--- config.mk ---
export PLATFORM = sky130hd
export DESIGN_NAME = rcnls_ram
export DESIGN_NICKNAME = d
export VERILOG_FILES = /design/src/rtl/rcnls_ram.sv
export SDC_FILE = /design/constraint.sdc
export NUM_CORES = 1
export LEC_CHECK = 0
export BUFFER_PORTS_ARGS = -buffer_cell sky130_fd_sc_hd__buf_2
export CAP_MARGIN = 20
export CORE_MARGIN = 4
export CORE_UTILIZATION = 50
export CTS_CLUSTER_SIZE = 30
export DETAILED_ROUTE_END_ITERATION = 10
export PLACE_DENSITY = 0.67
export SLEW_MARGIN = 10
export SYNTH_ARGS = -nofsm -noshare
export SYNTH_HDL_FRONTEND = slang
export SYNTH_SLANG_ARGS = --single-unit
--- constraint.sdc ---
create_clock -name clk_i -period 1.8 [get_ports clk_i]
set_clock_uncertainty 0.05 [all_clocks]
set_input_delay 0.18 -clock clk_i [delete_from_list [all_inputs] [get_ports clk_i]]
set_output_delay 0.18 -clock clk_i [all_outputs]
set_load 0.02 [all_outputs]
--- src/rtl/rcnls_ram.sv ---
// ----------------------------------------------------------------------------
// Generic single-port-write RAM
// One write port and one read port; the read data is registered.
// ----------------------------------------------------------------------------
`default_nettype none

module rcnls_ram #(
  parameter int unsigned Width = 8,
  parameter int unsigned Depth = 16,
  localparam int unsigned AddrW = (Depth > 1) ? $clog2(Depth) : 1
) (
  input  wire logic             clk_i,
  input  wire logic             we_i,
  input  wire logic [AddrW-1:0] waddr_i,
  input  wire logic [Width-1:0] wdata_i,
  input  wire logic [AddrW-1:0] raddr_i,
  output logic      [Width-1:0] rdata_o
);

  logic [Width-1:0] mem_q [Depth];

  always_ff @(posedge clk_i) begin
    if (we_i) begin
      mem_q[waddr_i] <= wdata_i;
    end
    rdata_o <= mem_q[raddr_i];
  end

endmodule

`default_nettype wire

* Word-level counts from Yosys, hierarchy flattened
Memories as Yosys holds them, arrays and structs flattened. A register that Yosys moved wholly into a read port is not among the register bits. Index checks and enable logic that the tools add are counted. W data, S select, Z words.
Word-level totals: memories 1, RAM bits 128, register bits 0
Operators by class: mux-type cells 2
Memory list:
- mem_q | words 16, width 8, rd ports 1, clocked after memory_dff 1, wr ports 1, RTL line 20 | logic [Width-1:0] mem_q [Depth];
Operators with widths (count):
- $mux W1 | 2

* Logic depth before layout (Yosys ltp)
word-level depth 2, gate-level depth with buffers 5, depth with buffers taken out 3

* Least setup slack after synthesis
No wires, ideal clock.
kind input-to-reg, start point in waddr_i[2], end point mem mem_q[0][0], enable pin, setup slack 0.077 ns, arrival time 1.290 ns, stages on the path 2, required time 1.367 ns, library setup time 0.383 ns, buffers on the path 0, cell sequence or3b_2 -> nor3_1
RTL lines:
- start: declaration | RTL line 14 | input wire logic [AddrW-1:0] waddr_i,
- end: declaration | RTL line 20
Straight into the memory's write port.

==> Implementation_results.wiki <==
{| class="wikitable"
! Metric !! Value
|-
| Count of maximum capacitance violations || 0
|-
| Port Buffer Count || 25
|-
| Post-synthesis cell count || 229
|-
| Routability-driven placement congestion ratio || 0.739
|-
| HPWL after detailed placement || 6210 um
|-
| Routing usage on met2 || 0.279
|-
| All-Layer GR Usage || 0.184
|-
| Relative area change from synthesis to final layout || 21.4%
|-
| Net total in the final layout || 311
|-
| Fmax || 705 MHz
|-
| Path type of the worst setup path || flip-flop to flip-flop
|-
| Initial DRT Pass Iterations || 4
|-
| Routed wire length per instance || 22.3 um
|-
| Post-route DRC || 0
|-
| Mean post-synth cell area || 22.5 um^2
|-
| Via count of the first global-routing pass || 2530
|-
| Global Route met1 Usage || 0.259
|-
| Kind of start point of the critical path || flip-flop
|-
| Footprint of the flip-flops and latches || 4000 um^2
|-
| Detailed Route Iter0 Violations || 169
|-
| Largest net degree at the start of global routing || 18
|-
| CP top delay family || multiplexers
|-
| Placement Rows || 36
|-
| Maximum fanout along the worst path || 1
|-
| Most frequent standard cell in the layout excluding fill and tap cells || sky130_fd_sc_hd__edfxtp_1
|-
| Clock-pin slew on the worst setup and hold paths || 0.06 ns
|-
| Slew at the pin closest to its max-slew limit || 0.378 ns
|-
| Routed via count divided by cell count || 5.71
|-
| Later-pin clock latency in the skew report || 0.52 ns
|-
| Die extent in y || 109 um
|-
| Outcome || completed
|-
| Diode count || 0
|-
| Routed Wire Length || 9800 um
|-
| Hold violation total from the final report || 0
|-
| Final period util || 0.788
|-
| Critical Path, Cell by Cell || mux4_1, a22oi_1, nand2_1
|-
| Sequential cell area fraction in the yosys report || 0.778
|-
| Most frequent cells in the layout || 128 x sky130_fd_sc_hd__edfxtp_1, 25 x sky130_fd_sc_hd__buf_2, 20 x sky130_fd_sc_hd__buf_4
|-
| Yosys warning count || 0
|-
| Final core occ || 0.631
|-
| Number of failing setup endpoints in the final timing report || 0
|-
| Die outline area || 12000 um^2
|-
| Post-route antenna net violation count || 0
|-
| Clock period minus final worst setup slack || 1.42 ns
|-
| Number of buffers added by the clock tree synthesis step || 17
|-
| GRT Max-Usage Layer || met2
|-
| Area of the core || 9910 um^2
|-
| Data arrival at the endpoint of the critical path || 1.77 ns
|-
| Sum of negative setup slack || 0 ns
|-
| Number of pins with negative max-slew slack in the final report || 0
|-
| Antenna violations before repair || 0
|-
| First-pass GRT wire length || 15100 um
|-
| Clock sink count || 136
|-
| Slowest Stage Delay on Critical Path || 0.53 ns
|-
| Netlist area before placement || 5150 um^2
|-
| Met3 Usage GRT || 0.0493
|-
| Initial cell density of the core || 0.519
|-
| # H-tree levels || 4
|-
| Die width || 109 um
|-
| Peak supply drop || 0.000544 V
|-
| Data required time of the critical path || 2.15 ns
|-
| Via Count || 2506
|-
| Count of state elements after synthesis || 136
|-
| Share of final-layout standard cells stronger than drive strength 1 || 0.320
|-
| Static leakage power || 2.15 nW
|-
| Setup repair after global routing missed its margin || no
|-
| Slowest-stage cell, CP || sky130_fd_sc_hd__mux4_1
|-
| Relative slew slack || 0.748
|-
| Area occupied by multi-input gates || 1060 um^2
|-
| TritonCTS clock tree || yes
|-
| Nets in the synthesized netlist || 247
|-
| Number of distinct library cells after synthesis || 19
|-
| Setup crit end kind || flip-flop
|-
| Power per unit of standard cell area || 1200 nW/um^2
|-
| Buffer cell driving the clock tree root || sky130_fd_sc_hd__clkbuf_8
|-
| Clock tree buffer depth || 2
|-
| Total global routing overflow || 0
|-
| Ports || 26
|-
| Sum of buffers and inverters on the critical path || 0
|-
| Class of the most critical hold timing path || input pin to flip-flop
|-
| Number of filler instances in the final layout || 695
|}
timing repair:
| action | 4_1_cts | 5_1_grt |
|---|---|---|
| hold buffers | 6 | 1 |
| setup buffers | 0 | 0 |
| endpoints found under the hold margin | 93 | 3 |
| resized for setup | 0 | 0 |
cell usage after synthesis (all sizes together):
cell type,number,area (um^2)
nand3,1,5.00
a22oi,16,120
buf,7,56.3
nand3b,2,15.0
clkdlybuf4s25,3,30.0
or3b,1,8.76
mux4,32,773
nor2b,1,6.26
nand2,9,33.8
nand2b,2,12.5
nor3,4,20.0
and2,1,6.26
dfxtp,8,160
and2b,1,7.51
edfxtp,128,3840
nor2,13,48.8
through the flow:
stage               cells  power [mW]  setup WS [ns]  instance area (um^2)  hold slack (ns)
floorplan             229        3.83         0.0771                  5150            0.229
global placement      400        3.98          0.150                  5560            0.520
detailed placement    400        3.99          0.163                  5560            0.535
CTS                   438        7.55          0.370                  6240          0.00142
global route          439        7.74          0.312                  6250           0.0176
finish                439        7.49          0.382                  6250           0.0268
cell type report:
class | instances | area share
flip-flops and latches | 136 | 0.641
well taps | 133 | 0.0266
repair buffers | 55 | 0.0649
multi-input cells | 83 | 0.169
clock buffers | 17 | 0.0663
clock inverters | 15 | 0.0322
power breakdown:
group / leakage (nW) / total (mW) / internal (mW) / switching (mW)
Combinational: 0.634 / 0.367 / 0.161 / 0.206
Clock: 0.296 / 3.56 / 2.25 / 1.31
Sequential: 1.22 / 3.56 / 3.54 / 0.0236
Total: 2.15 / 7.49 / 5.96 / 1.54
state kept, by name, summed over array words and instances (netlist names):
signal,count
mem_q,128
rdata_o,8
worst register-to-register path: stages (launching register included):
cell and delay (ns):
sky130_fd_sc_hd__edfxtp_1 0.37, sky130_fd_sc_hd__mux4_1 0.53, sky130_fd_sc_hd__a22oi_1 0.27, sky130_fd_sc_hd__nand2_1 0.08
logic make-up (layout without fill, tap and decap cells):
kind of cell           Yosys count  in the layout  share of synthesized area
buffers and inverters           10             87                     0.0168
DFF                            136            136                      0.778
and+or+nand+nor                 35             35                     0.0318
muxes                           32             32                      0.150
AOI/OAI and AO/OA               16             16                     0.0233
layer usage:
layer / routed length (um) / vias up
met2: 4810 / 78
met1: 4180 / 1306
li1: - / 1106
met3: 677 / 16
met5: 0 / -
met4: 138 / 0
final timing paths:
| check | startpoint | end | slack (ns) | depth (start not counted) |
|---|---|---|---|---|
| worst max-delay path | mem_q[1][3]$_DFFE_PP_ | rdata_o[3]$_DFF_P_ | 0.38 | 3 |
| worst min-delay path | wdata_i[6] | mem_q[7][6]$_DFFE_PP_ | 0.03 | 1 |
| worst max register to register | mem_q[1][3]$_DFFE_PP_ | rdata_o[3]$_DFF_P_ | 0.38 | 3 |
| worst min register to register | mem_q[14][7]$_DFFE_PP_ | rdata_o[7]$_DFF_P_ | 0.64 | 3 |
Power figures use the tool's default switching activity.
