$ cat config.mk
export PLATFORM = sky130hd
export DESIGN_NAME = rcnls_recoil
export DESIGN_NICKNAME = d
export VERILOG_FILES = /design/src/rtl/rcnls_pkg.sv /design/src/rtl/rcnls_recoil.sv
export SDC_FILE = /design/constraint.sdc
export NUM_CORES = 2
export LEC_CHECK = 0
export ABC_AREA = 1
export ABC_CLOCK_PERIOD_IN_PS = 13300
export BUFFER_PORTS_ARGS = -buffer_cell sky130_fd_sc_hd__buf_4
export CELL_PAD_IN_SITES_DETAIL_PLACEMENT = 0
export CELL_PAD_IN_SITES_GLOBAL_PLACEMENT = 1
export CORE_MARGIN = 2
export CORE_UTILIZATION = 35
export DETAILED_ROUTE_END_ITERATION = 8
export PLACE_DENSITY = 0.71
export SLEW_MARGIN = 20
export SYNTH_ARGS = -nofsm -noshare
export SYNTH_HDL_FRONTEND = slang
export SYNTH_SLANG_ARGS = --single-unit
$ cat constraint.sdc
create_clock -name clk_i -period 13.3 [get_ports clk_i]
set_input_delay 1.995 -clock clk_i [delete_from_list [all_inputs] [get_ports clk_i]]
set_output_delay 1.995 -clock clk_i [all_outputs]
set_load 0.05 [all_outputs]
$ cat src/rtl/rcnls_pkg.sv
// ----------------------------------------------------------------------------
// Nearest level search package
// Shared widths, constants, opcodes, status codes and state types.
// ----------------------------------------------------------------------------
`default_nettype none

package rcnls_pkg;

  localparam int unsigned MaxLevelsDef = 256;
  localparam int unsigned EnergyW      = 25;
  localparam int unsigned TargetW      = 26;
  localparam int unsigned RecipW       = 32;
  localparam int unsigned SquareW      = 2 * EnergyW;
  localparam int unsigned ProdW        = EnergyW + RecipW;
  localparam int unsigned AccW         = SquareW + RecipW;
  localparam int unsigned RecoilShift  = 56;
  localparam int unsigned LevelIdxW    = 8;
  localparam int unsigned CfgIdxW      = 1;
  localparam int unsigned CfgDataW     = 32;

  localparam logic [TargetW-1:0] TargetMax = {1'b0, {(TargetW-1){1'b1}}};
  localparam logic [TargetW-1:0] TargetMin = {1'b1, {(TargetW-1){1'b0}}};

  typedef enum logic [1:0] {
    OP_APPEND = 2'd0,
    OP_CLEAR  = 2'd1,
    OP_ABSORB = 2'd2,
    OP_EMIT   = 2'd3
  } rcnls_op_e;

  typedef enum logic [1:0] {
    ST_OK    = 2'd0,
    ST_NONE  = 2'd1,
    ST_ORDER = 2'd2,
    ST_FULL  = 2'd3
  } rcnls_status_e;

  typedef enum logic [CfgIdxW-1:0] {
    CFG_MAX_DIFF = 1'b0,
    CFG_RECIP    = 1'b1
  } rcnls_cfg_e;

  typedef enum logic [1:0] {
    S_IDLE,
    S_RECOIL,
    S_TARGET,
    S_WALK
  } rcnls_state_e;

  typedef enum logic [1:0] {
    MUL_IDLE,
    MUL_LO,
    MUL_HI
  } rcnls_mul_e;

endpackage

`default_nettype wire

$ cat src/rtl/rcnls_recoil.sv
// ----------------------------------------------------------------------------
// Recoil product unit
// Forms floor(g * g * r / 2^56) with one shared 25x32 multiplier used in
// three steps: the square, then the low and high halves times r.
// ----------------------------------------------------------------------------
`default_nettype none

module rcnls_recoil
  import rcnls_pkg::*;
(
  input  wire logic               clk_i,
  input  wire logic               rst_ni,
  input  wire logic               start_i,
  input  wire logic [EnergyW-1:0] gamma_i,
  input  wire logic [RecipW-1:0]  recip_i,
  output logic                    done_o,
  output logic [TargetW-1:0]      recoil_o
);

  rcnls_mul_e phase_q, phase_d;

  logic [EnergyW-1:0] mul_a;
  logic [RecipW-1:0]  mul_b;
  logic [ProdW-1:0]   prod;
  logic [SquareW-1:0] sq_q;
  logic [AccW-1:0]    acc_q;
  logic               done_q;

  always_comb begin
    phase_d = phase_q;
    case (phase_q)
      MUL_IDLE: begin
        if (start_i) begin
          phase_d = MUL_LO;
        end
      end
      MUL_LO:  phase_d = MUL_HI;
      MUL_HI:  phase_d = MUL_IDLE;
      default: phase_d = MUL_IDLE;
    endcase
  end

  always_comb begin
    case (phase_q)
      MUL_LO: begin
        mul_a = sq_q[EnergyW-1:0];
        mul_b = recip_i;
      end
      MUL_HI: begin
        mul_a = sq_q[SquareW-1:EnergyW];
        mul_b = recip_i;
      end
      default: begin
        mul_a = gamma_i;
        mul_b = {{(RecipW-EnergyW){1'b0}}, gamma_i};
      end
    endcase
  end

  assign prod = mul_a * mul_b;

  always_ff @(posedge clk_i or negedge rst_ni) begin
    if (!rst_ni) begin
      phase_q <= MUL_IDLE;
      done_q  <= 1'b0;
    end else begin
      phase_q <= phase_d;
      done_q  <= (phase_q == MUL_HI);
    end
  end

  always_ff @(posedge clk_i) begin
    case (phase_q)
      MUL_IDLE: begin
        if (start_i) begin
          sq_q <= prod[SquareW-1:0];
        end
      end
      MUL_LO:  acc_q <= {{(AccW-ProdW){1'b0}}, prod};
      MUL_HI:  acc_q <= acc_q + {prod, {EnergyW{1'b0}}};
      default: acc_q <= acc_q;
    endcase
  end

  assign done_o   = done_q;
  assign recoil_o = acc_q[AccW-1:RecoilShift];

endmodule

`default_nettype wire

Word level (Yosys, flattened, before mapping)
Cells that the tools add are included.
- bits in registers: 135
- output and inout bits: 27
- add/subtract/negate cells: 1
- multiply operators: 1
- equality and inequality tests: 3
- mux-type cells: 5
- reductions and logical operators: 4
- operators with widths (cell ; number):
    one-hot mux 82 bit (2 select lines) ; 1
    adder 82 bit ; 1
    multiplier 25 x 32 -> 57 bit ; 1
    one-hot mux 25 bit (2 select lines) ; 1
    2-to-1 mux 32 bit ; 1
    one-hot mux 2 bit (2 select lines) ; 1
    == test 2 x 1 -> 1 bit, second input constant ; 1
    == test 2 bit, second input constant ; 1
    logical NOT 2 bit ; 1
    2-to-1 mux 2 bit ; 1
    != test 2 bit, second input constant ; 1
    AND reduction 2 bit ; 1
    nonzero test 2 bit ; 1
    OR reduction 2 bit ; 1

Longest topological paths before layout
- depth in word-level cells: 6
- depth in mapped cells: 48
- mapped depth without buffers: 45

Least setup slack after synthesis
Ideal clock, no wire load.
- kind: register to register
- from: reg phase_q[0]
- to: reg acc_q[81], data pin
- library setup time: 0.255 ns
- arrival time: 9.429 ns
- slack: 3.617 ns
- cell stages (with the launch flop): 43
- path buffers: 2
- period minus slack after synthesis: 9.683 ns
- path through: dfrtp_1 inv_1 ha_1 inv_2 buf_2 a221o_1 nand2_1 buf_2 nor2_1 fa_1 fa_1 inv_1 fa_1 fa_1 inv_1 fa_1 fa_1 inv_1 [7 not listed] nand2_1 nand2_1 nand2_1 nand2_1 nand2_1 and2_1 ha_1 nand2_1 nor2_1 inv_1 nor2_1 inv_1 nor4_1 nand2_1 nand3_1 nand3_1 nand2_1 nor2_1
- longest elaborated chain between the ends: 6
- elaborated cells on any way between the ends: 8
- ends and longest elaborated chain (what ; RTL line ; text):
    start, declared ; rcnls_recoil.sv:20 ; rcnls_mul_e phase_q, phase_d;
    start signal, assigned ; rcnls_recoil.sv:67 ; phase_q <= phase_d;
    == test 2 bit / == test 2 x 1 -> 1 bit (equally long branches) ; rcnls_recoil.sv:44 ; case (phase_q)
    OR reduction 2 bit (no source line) ; - ;
    2-to-1 mux 32 bit ; rcnls_recoil.sv:44 ;
    multiplier 25 x 32 -> 57 bit (*) ; rcnls_recoil.sv:60 ; assign prod = mul_a * mul_b;
    named net prod[44] ; rcnls_recoil.sv:24 ; logic [ProdW-1:0] prod;
    adder 82 bit (*) ; rcnls_recoil.sv:80 ; MUL_HI: acc_q <= acc_q + {prod, {EnergyW{1'b0}}};
    one-hot mux 82 bit (2 select lines) (*) ; rcnls_recoil.sv:73 ; case (phase_q)
    end signal, assigned ; rcnls_recoil.sv:79 ; MUL_LO: acc_q <= {{(AccW-ProdW){1'b0}}, prod};
    end signal, assigned ; rcnls_recoil.sv:80 ;
    end signal, assigned ; rcnls_recoil.sv:81 ; default: acc_q <= acc_q;
    end, declared ; rcnls_recoil.sv:26 ; logic [AccW-1:0] acc_q;
Mark *: on every way through the listed nets, which the timed path passes. The rest lies on a longest branch.
A chain may end at the register's enable or synchronous reset.

Worst setup path in the final report
- from: reg phase_q[1]
- to: reg acc_q[76], data pin
Same word-level chain as after synthesis.

==> out/metrics.yaml <==
run_status:
  status: "complete, no violations"
placement:
  hpwlAfterDp_mm: 110
  port_buffers: 86
  placedCellCount: 5790
  gp_congestion: 0.960
  place_area_um2: 37000
  dp_slack_ns: 1.11
clock_tree:
  htreeDepth: 3
  cts_hold_buf: 0
  path_clk_slew_ns: 0.08
  cts_tree: "yes"
  cts-root-buf: "clkbuf_16"
  clk_latency_ns: 0.39
  clock_path_buffers: 2
  cts.sinks: 110
  post_cts_buffers: 0
  numCtsBuffers: 9
  cts-resized-gates: 0
hold_path:
  hold_class: "flop to flop"
layout:
  layout_common_cells: "inv_1 (1065), nand2_1 (919), fa_1 (688)"
  stdcell_count: 5808
  area_growth_pct: 6.46
  final_area_um2: 37400
  layout-drive-gt1-share: 0.0603
  final_nets: 5504
  layout_commonest_cell: "inv_1"
synthesis:
  yosysTopAreaCellShare: 0.392
  synth_fp_nets: 5511
  ys_seq_area_frac: 0.0937
  synth_cell_types: 51
  yosys.area.top_type: "fa_1"
  synth_ff_type: "edfxtp_1"
  synth_edf_count: 107
  netlist_instances: 4510
  synth-warning-count: 0
  async_flop_share: 0.0273
  ys_top_cells_by_area: "fa_1 (39%), inv_1 (11%), nand2_1 (9.8%)"
  ys_ff_latch: 110
  syn-cell-area_um2: 35100
  syn-mean-instance-area_um2: 7.78
worst_setup_path:
  crit_fanout: 20
  end_kind: "flop"
  worst_r2r_endpoint: "acc_q[76]"
  cp-start-kind: "flop"
  slowest_stage: "inv_1"
  critPathArrivalTime_ns: 12.65
  cp-startpoint: "phase_q[1]"
  endpoint: "acc_q[76]"
  r2r_start: "phase_q[1]"
  path_class: "flop to flop"
  cp_data_required_time_ns: 13.46
  path_common_cell: "inv_1"
  reg2reg_depth: 37
  cp.depth: 37
  slowest_delay_ns: 0.79
  path_buf_inv: 9
  critical-path-top-delay-family: "adder cells"
  r2r_slack_ns: 0.81
routing:
  drc: 0
  ant_nets: 0
  wirelength_mm: 128
  post_drt_via_cell_ratio: 5.02
  wire_per_inst_um: 22.0
  via_count: 29200
  drt_iter0_drc: 2170
  first_pass_iters: 6
die:
  dieArea_um2: 103000
  die_x_um: 321
  core_um2: 99700
  fp.dieH_um: 321
  initial_utilization: 0.352
  std_cell_rows: 116
  io_pins: 87
timing:
  finalSetupViolCount: 0
  post-route-period-util: 0.939
  hold_viol_final: 0
  skew_ns: 0.0114
  post-route-min-period_ns: 12.49
  final_max_slew_viol_count: 0
  worst_pin_slew_ns: 1.15
  rsz0062_at_grt: "no"
  layout_setup_ws_ns: 0.806
  fmax_mhz: 80.0
  slew_headroom: 0.232
  finalSetupTns_ns: 0
grt:
  top_usage_layer: "met2"
  antenna_found_initial: 1
  grt_overflow_total: 0
  gr-usage-met1: 0.348
  grt_pass1_vias: 31000
  grt_use_met3: 0.0296
  grt_usage: 0.254
  grt_max_degree: 52
  grt_pass1_wl_mm: 195
  use_met2: 0.415
job:
  cap_violations: 0
-- state kept, by name (all words and copies together), names as in the netlist --
| signal | count |
|---|---|
| acc_q | 57 |
| sq_q | 50 |
| phase_q | 2 |
| done_o | 1 |
-- layout make-up --
class	instances	area, um^2
well taps	1298	1620
inverters	1089	4090
multi-input cells	3145	26900
fillers	10500	62300
repair buffers	148	1110
clock inverters	7	104
flip-flops and latches	110	3290
diodes	2	5.00
clock buffers	9	225
-- synth_stat cells (3+ instances only) --
master,n
a21boi_0,5
a21o_1,11
a21oi_1,168
a21oi_2,8
a221o_1,22
a22o_1,3
a31oi_1,14
and2_1,11
buf_2,82
buf_4,26
clkbuf_1,56
clkinv_1,4
dfrtp_1,3
edfxtp_1,107
fa_1,688
ha_1,253
inv_1,1066
inv_2,19
nand2_1,919
nand2_2,20
nand3_1,76
nand3_2,9
nand3b_1,9
nand4_1,13
nor2_1,616
nor2_2,17
nor3_1,21
nor4_1,5
o211ai_1,5
o21a_1,10
o21ai_0,103
o21ai_1,31
o21ai_2,15
o21bai_1,13
xnor2_1,24
xor2_1,32
xor2_2,8
-- per-stage QoR --
step,hold slack (ns),util
detailed placement,0.637,0.371
finish,0.656,0.375
floorplan,0.503,-
global placement,0.625,0.371
global route,0.721,0.375
CTS,0.658,0.375
-- worst min-delay path: cells and delay by family (launching register included) --
| kind | cells | cell delay [ns] |
|---|---|---|
| fa+ha+maj | 1 | 0.12 |
| flops | 1 | 0.34 |
| simple gates | 2 | 0.10 |
-- per-layer routing --
metal	vias to the layer above	routed length, um
met5	-	0
met4	0	5210
met3	196	7970
met2	966	58800
met1	14700	55900
li1	13300	-
-- logic make-up (layout without fill, tap and decap cells) --
family | after synthesis | in the layout | share of synthesized area
flip-flops | 110 | 110 | 0.0937
XOR/XNOR | 64 | 64 | 0.0177
AO/OA/AOI/OAI | 416 | 416 | 0.0698
multiplexers | 1 | 1 | 0.000285
AND/OR/NAND/NOR | 1723 | 1723 | 0.196
buffers and inverters | 1255 | 1253 | 0.140
other | 0 | 2 | 0
adder cells (fa/ha/maj) | 941 | 941 | 0.483
-- worst min-delay path by stage --
stage                     startpoint         end  slack, ns  depth (start not counted)
after floorplan           phase_q[1]      done_o       0.50                          1
after global placement     acc_q[25]   acc_q[25]       0.63                          3
after detailed placement   acc_q[25]   acc_q[25]       0.64                          3
after CTS                  acc_q[25]   acc_q[25]       0.66                          3
after global routing      phase_q[0]  phase_q[1]       0.72                          3
final                      acc_q[25]   acc_q[25]       0.66                          3
Power is not shown: default switching activity piles up to over one toggle a cycle in this logic, so the estimate is an artifact.
